--- config.mk ---
export PLATFORM = sky130hd
export DESIGN_NAME = ffba_cell
export DESIGN_NICKNAME = d
export VERILOG_FILES = /design/src/rtl/core/ffba_pkg.sv /design/src/rtl/core/ffba_cell.sv
export SDC_FILE = /design/constraint.sdc
export NUM_CORES = 1
export LEC_CHECK = 0
export BUFFER_PORTS_ARGS = -buffer_cell sky130_fd_sc_hd__buf_2
export CAP_MARGIN = 40
export CORE_ASPECT_RATIO = 1.25
export CORE_MARGIN = 4
export CORE_UTILIZATION = 52
export DETAILED_ROUTE_END_ITERATION = 8
export PLACE_DENSITY = 0.81
export SLEW_MARGIN = 20
export SYNTH_ARGS = -nofsm -noshare
export SYNTH_HDL_FRONTEND = slang
export SYNTH_SLANG_ARGS = --single-unit
--- constraint.sdc ---
create_clock -name clk -period 9.3 [get_ports clk]
set_input_delay 1.395 -clock clk [delete_from_list [all_inputs] [get_ports clk]]
set_output_delay 1.395 -clock clk [all_outputs]
set_load 0.005 [all_outputs]
--- src/rtl/core/ffba_pkg.sv ---
// Shared types, widths and status codes of the first-fit block allocator.
package ffba_pkg;

  localparam int REQ_W = 14;
  localparam int OFS_W = 14;
  localparam int BLK_W = 6;

  localparam int HEAP_BYTES_DEF   = 8192;
  localparam int MAX_BLOCKS_DEF   = 64;
  localparam int HEADER_BYTES_DEF = 16;

  typedef enum logic [3:0] {
    ST_REUSED     = 4'd0,
    ST_NEW        = 4'd1,
    ST_ZERO       = 4'd2,
    ST_EXHAUSTED  = 4'd3,
    ST_TABLE_FULL = 4'd4,
    ST_FREED      = 4'd5,
    ST_DOUBLE     = 4'd6,
    ST_NOT_FOUND  = 4'd7,
    ST_NULL       = 4'd8
  } status_t;

  typedef enum logic {
    ACT_ALLOC = 1'b0,
    ACT_FREE  = 1'b1
  } action_t;

  typedef struct packed {
    logic             action;
    logic [REQ_W-1:0] request_bytes;
    logic [OFS_W-1:0] release_offset;
  } in_req_t;

  typedef struct packed {
    status_t          status;
    logic [OFS_W-1:0] payload_offset;
    logic [BLK_W-1:0] block_number;
  } out_rsp_t;

  // Search token handed from cell to cell; done marks that a cell has claimed it.
  typedef struct packed {
    logic             valid;
    logic             action;
    logic [REQ_W-1:0] request_bytes;
    logic [OFS_W-1:0] release_offset;
    logic             done;
    status_t          status;
    logic [OFS_W-1:0] payload_offset;
    logic [BLK_W-1:0] block_number;
  } probe_t;

endpackage

--- src/rtl/core/ffba_cell.sv ---
// One block table entry with its stage of the search chain.
module ffba_cell import ffba_pkg::*; #(
  parameter int IDX          = 0,
  parameter int CW           = 7,
  parameter int IW           = 6,
  parameter int TW           = 14,
  parameter int SW           = 15,
  parameter int HEADER_BYTES = HEADER_BYTES_DEF
) (
  input  logic             clk,
  input  logic             rst_n,
  input  logic [CW-1:0]    block_count,
  input  probe_t           probe_i,
  output probe_t           probe_o,
  input  logic             wr_en,
  input  logic [IW-1:0]    wr_idx,
  input  logic [REQ_W-1:0] wr_size,
  input  logic [TW-1:0]    wr_start
);

  localparam logic [CW-1:0] IDX_C = CW'(IDX);
  localparam logic [IW-1:0] IDX_W = IW'(IDX);

  logic [REQ_W-1:0] size_r;
  logic [TW-1:0]    start_r;
  logic             free_r;
  logic             free_nxt;
  probe_t           probe_r;
  probe_t           probe_nxt;

  logic             live;
  logic [SW-1:0]    pay_ofs;
  logic             hit_alloc;
  logic             hit_free;

  assign live    = probe_i.valid && !probe_i.done && (IDX_C < block_count);
  assign pay_ofs = SW'(start_r) + SW'(HEADER_BYTES);
  assign hit_alloc = live && (probe_i.action == ACT_ALLOC) && free_r &&
                     (size_r >= probe_i.request_bytes);
  assign hit_free  = live && (probe_i.action == ACT_FREE) &&
                     (pay_ofs == SW'(probe_i.release_offset));

  always_comb begin
    probe_nxt = probe_i;
    free_nxt  = free_r;
    if (hit_alloc) begin
      free_nxt                 = 1'b0;
      probe_nxt.done           = 1'b1;
      probe_nxt.status         = ST_REUSED;
      probe_nxt.payload_offset = pay_ofs[OFS_W-1:0];
      probe_nxt.block_number   = BLK_W'(IDX);
    end else if (hit_free) begin
      free_nxt                 = 1'b1;
      probe_nxt.done           = 1'b1;
      probe_nxt.status         = free_r ? ST_DOUBLE : ST_FREED;
      probe_nxt.payload_offset = probe_i.release_offset;
      probe_nxt.block_number   = BLK_W'(IDX);
    end
  end

  always_ff @(posedge clk) begin
    if (!rst_n) begin
      probe_r.valid <= 1'b0;
    end else begin
      probe_r <= probe_nxt;
    end
  end

  // Append write and search never overlap: the chain is empty while appending.
  always_ff @(posedge clk) begin
    if (wr_en && (wr_idx == IDX_W)) begin
      size_r  <= wr_size;
      start_r <= wr_start;
      free_r  <= 1'b0;
    end else begin
      free_r  <= free_nxt;
    end
  end

  assign probe_o = probe_r;

endmodule

======== Word-level counts from Yosys, hierarchy flattened ========
Cells that the tools add are included.
word-level totals
  flip-flop bits (word level) ............. 84
  input bits .............................. 99
  output and inout port bits .............. 55
cells by class
  add/subtract/negate cells ............... 1
  $lt $le $gt $ge ......................... 2
  equal/unequal tests ..................... 1
  muxes and demuxes ....................... 3
  bitwise logic cells ..................... 1
  reductions and logical operators ........ 12
operator list
  operator                                                                     number
  24-bit 2-to-1 mux                                                            1
  20-bit 2-to-1 mux                                                            1
  14-bit by 5-bit adder with 15-bit output, second input constant              1
  15-bit by 14-bit == test with 1-bit output                                   1
  14-bit >= comparator                                                         1
  1-bit logical AND                                                            8
  1-bit by 7-bit less-than comparator with 1-bit output, first input constant  1
  6-bit zero test                                                              1
  2-bit OR reduction                                                           2
  2-bit 2-to-1 mux                                                             1
  1-bit zero test                                                              1
  1-bit inverter                                                               1

======== Longest topological paths before layout ========
  word-level depth ........................ 7
  mapped depth ............................ 11
  gate-level depth less buffers ........... 9

======== Worst setup path after synthesis ========
Ideal clock, no wire load.
  path kind ............................... input-to-reg
  start ................................... input port wr_idx[2]
  end ..................................... register size_r[0] (enable)
  library setup time ...................... 0.490 ns
  arrival time ............................ 4.830 ns
  data required time ...................... 8.810 ns
  slack ................................... 3.980 ns
  stages .................................. 2
  path buffers ............................ 0
  cells stage by stage .................... or4b_2 -> nor4_1
on the way
  longest elaborated chain between the ends .. 2
RTL lines
  element               RTL line         RTL
  from (decl)           ffba_cell.sv:16  input logic [IW-1:0] wr_idx,
  6-bit zero test       ffba_cell.sv:71  if (wr_en && (wr_idx == IDX_W)) begin
  1-bit logical AND     ffba_cell.sv:71
  to (signal assigned)  ffba_cell.sv:72  size_r <= wr_size;
  to (decl)             ffba_cell.sv:24  logic [REQ_W-1:0] size_r;
Every way passes these cells.
A chain may end at the register's enable or synchronous reset.

==> results by group <==
Final layout
  • Share of layout cells above drive strength 1: 0.400
  • Post-Route Utilization: 0.688
  • Layout Nets: around 550
  • Fill cells: about 520
  • Commonest non-fill, non-tap cell in the layout: buf_2
  • Area delta synth->final: 27.3%
  • N_diodes: 0
  • Most frequent cells in the layout: buf_2 (153), edfxtp_1 (82), nand2_1 (23), inv_1 (22), ha_1 (15)

Routing
  • DR pass1 iterations: 4
  • Remaining DRCs: 0
  • Vias per inst: 5.25
  • Vias post-DR: around 2.8k
  • Initial drt markers: 156
  • Routed WL: a little over 8000 um
  • Antenna Violating Nets Remaining: 0
  • WL/cell: 15.7 um

Setup path
  • WP buf/inv: 3
  • R2R Path Start: size_r[9]
  • WP depth: 11
  • Arr. time, crit path: ~4.0 ns
  • Crit Path Class: input pin to flip-flop
  • Crit path cell chain: buf_2 > inv_1 > ha_1 > a21oi_1 > o21ai_0 > a2111oi_0 > o211a_1 > a221o_1 > buf_4 > or3b_1 > o211a_1
  • R2R Path End: probe_o[19]
  • CP Launch Type: input pin
  • Worst-path maximum fanout: between 50 and 60
  • Worst path max stage delay: 0.63 ns
  • R2r worst-path depth: 9
  • Worst path most repeated cell: o211a_1
  • Slowest cell on the critical path: a2111oi_0
  • Reg2Reg Setup Slack: between 6 and 7 ns
  • CP Capture Type: flip-flop
  • Delay-heaviest family, CP: compound AO/OA/AOI/OAI gates
  • CP Data Required Time: between 9 and 10 ns

Timing
  • Part of the cycle the worst path needs: 0.413
  • Fin crit period: approximately 3.8 ns
  • FMAX: about 260 MHz
  • Setup TNS: 0 ns
  • Fin. max-slew vios: 0
  • Clk_skew: between 0.01 and 0.015 ns
  • Final hold vios: 0
  • RSZ-0062 raised after global routing: false
  • Relative slew slack: 0.521
  • Count of final setup violators: 0
  • Slew @ Worst Pin: between 0.7 and 0.8 ns

Global route
  • Grt total ovfl: 0
  • Initial antenna violation count: 0
  • First-pass GRT wire length: 13,000 um
  • GRT Total Usage: 0.189
  • Largest net degree at the start of global routing: 56
  • Vias in the first global route: about 2.8k

Synth
  • Area contributors post-synth: edfxtp_1 (65%), ha_1 (4.9%), o221ai_1 (2.8%)
  • Ys async rst share: 0
  • Synth Area in Compound Gates: 0.0755
  • Synthesized-area fraction occupied by adder cells: 0.0495
  • Post-Syn Area: around 3800 um^2
  • Synth Area in XOR/XNOR: 0.0561
  • Largest family of logic cells by synthesized area: simple AND/OR/NAND/NOR gates
  • Post-Syn Instances: 276
  • Yosys warns: 0
  • Post-synth EDFFs: 82
  • Avg Cell Area, Syn: 13.7 um^2
  • Cell variety after synth: 43
  • Register area share after synthesis: 0.659
  • Post-Syn Nets: 390
  • Yosys top cell area share: 0.649
  • Synth area leader: edfxtp_1
  • Post-synthesis simple-gate area fraction: 0.120
  • Mux cell area share after synthesis: 0.00528
  • #FFs+latches synth: between 80 and 90
  • Synth Flop Type: edfxtp_1

Clocking
  • Clock Sinks: 84
  • H-tree depth: 3
  • Hold_buf cts: 0
  • Setup repair bufs after CTS: 0
  • CTS tree: done
  • Num CTS Buffers: 9
  • Root Buffer: clkbuf_8
  • Clock Path Buffers: 2
  • Clock Pin Slew Worst Setup and Hold Paths: around 0.090 ns
  • Clock latency at the later pin of the worst-skew pair: 0.35 ns
  • Post_cts resized: 0

Floorplanning
  • Area of the core: roughly 7000 um^2
  • Starting density of the core: 0.541
  • Chip width: 84.4 um
  • Cell row count: 34
  • Die height: approximately 100 um
  • Die area: ~8700 um^2
  • Num ports: around 150

Min path
  • Worst Hold Class: flip-flop to flip-flop
  • Hold Path Cell Cnt: 2
  • Hold Path End: free_r
  • Hold Startpoint: free_r

Power and ir drop
  • Max VDD drop: a little under 0.0001 V
  • Leak: approximately 2.1 nW
  • PwrDens: roughly 150 nW/um^2

Status
  • Status: complete, no violations

Placed design
  • Input/output buffers: between 150 and 200
  • DP HPWL: around 6300 um
  • Final GP Congestion: ~0.82

Flow run
  • Max_cap viols: 0
==> cells in the mapped netlist (3+ instances only) <==
master and number:
xor2_1 9, o221ai_1 12, buf_2 5, nor3_1 4, nand4_1 5, o21ai_0 4
clkbuf_1 6, nor2_1 5, nand2b_1 8, ha_1 15, xnor2_1 10, nand3_1 14
inv_1 22, nand2_1 23, edfxtp_1 82, and3_1 9, a21oi_1 7, a211oi_1 3
==> layout make-up <==
cell class                      instances  area [um^2]  area share
Sequential cell                        84         2500       0.518
Inverter                               22         82.6      0.0171
Tap cell                               90          113      0.0233
Multi-Input combinational cell        159         1170       0.242
Timing Repair Buffer                  157          796       0.165
Clock buffer                           11          131      0.0272
Clock inverter                          5         37.5     0.00777
==> power breakdown <==
group          internal (mW)  switching, mW
logic                 0.0384         0.0362
registers              0.437        0.00541
clock network         0.0981          0.128
==> state kept, by name (all words and copies together) (netlist names) <==
| signal | cells |
|---|---|
| size_r | 14 |
| free_r | 1 |
| probe_o | 55 |
| start_r | 14 |
==> routing by layer <==
layer,global-route usage,share of wire
met5,0,0
met4,0.0747,0.021
met3,0.0508,0.086
met2,0.339,0.52
met1,0.211,0.38
==> how the worst max path moves through the flow <==
stage,startpoint,slack [ns],endpoint
after CTS,probe_i[48],5.45,probe_o[19]
after floorplan,wr_idx[2],3.98,size_r[0]
after global routing,probe_i[48],5.29,probe_o[19]
after detailed placement,probe_i[48],5.07,probe_o[19]
final,probe_i[48],5.46,probe_o[19]
after global placement,probe_i[48],5.29,probe_o[19]
==> per-stage QoR <==
stage	cells	total power, mW	hold WS [ns]	area, um^2	setup WS, ns
global placement	512	0.523	0.511	4660	5.29
global route	528	0.775	0.558	4830	5.29
CTS	528	0.748	0.536	4830	5.45
detailed placement	512	0.526	0.515	4660	5.07
finish	528	0.743	0.525	4830	5.46
floorplan	276	0.476	0.463	3790	3.98
==> kinds of logic (layout without fill, tap and decap cells) <==
| logic type | after synthesis | in the layout |
|---|---|---|
| xor+xnor | 21 | 21 |
| simple gates | 83 | 83 |
| compound gates | 38 | 38 |
| fa+ha+maj | 15 | 15 |
| buf+inv | 33 | 195 |
| flops | 84 | 84 |
| mux | 2 | 2 |
==> worst reg2reg max path, delay by kind of cell (launching register included) <==
kind / cells / cell delay (ns)
AOI/OAI and AO/OA: 6 / 1.35
adders and majority gates: 1 / 0.30
DFF: 1 / 0.37
buffers and inverters: 1 / 0.39
and+or+nand+nor: 1 / 0.39
(Power assumes the default switching activity.)
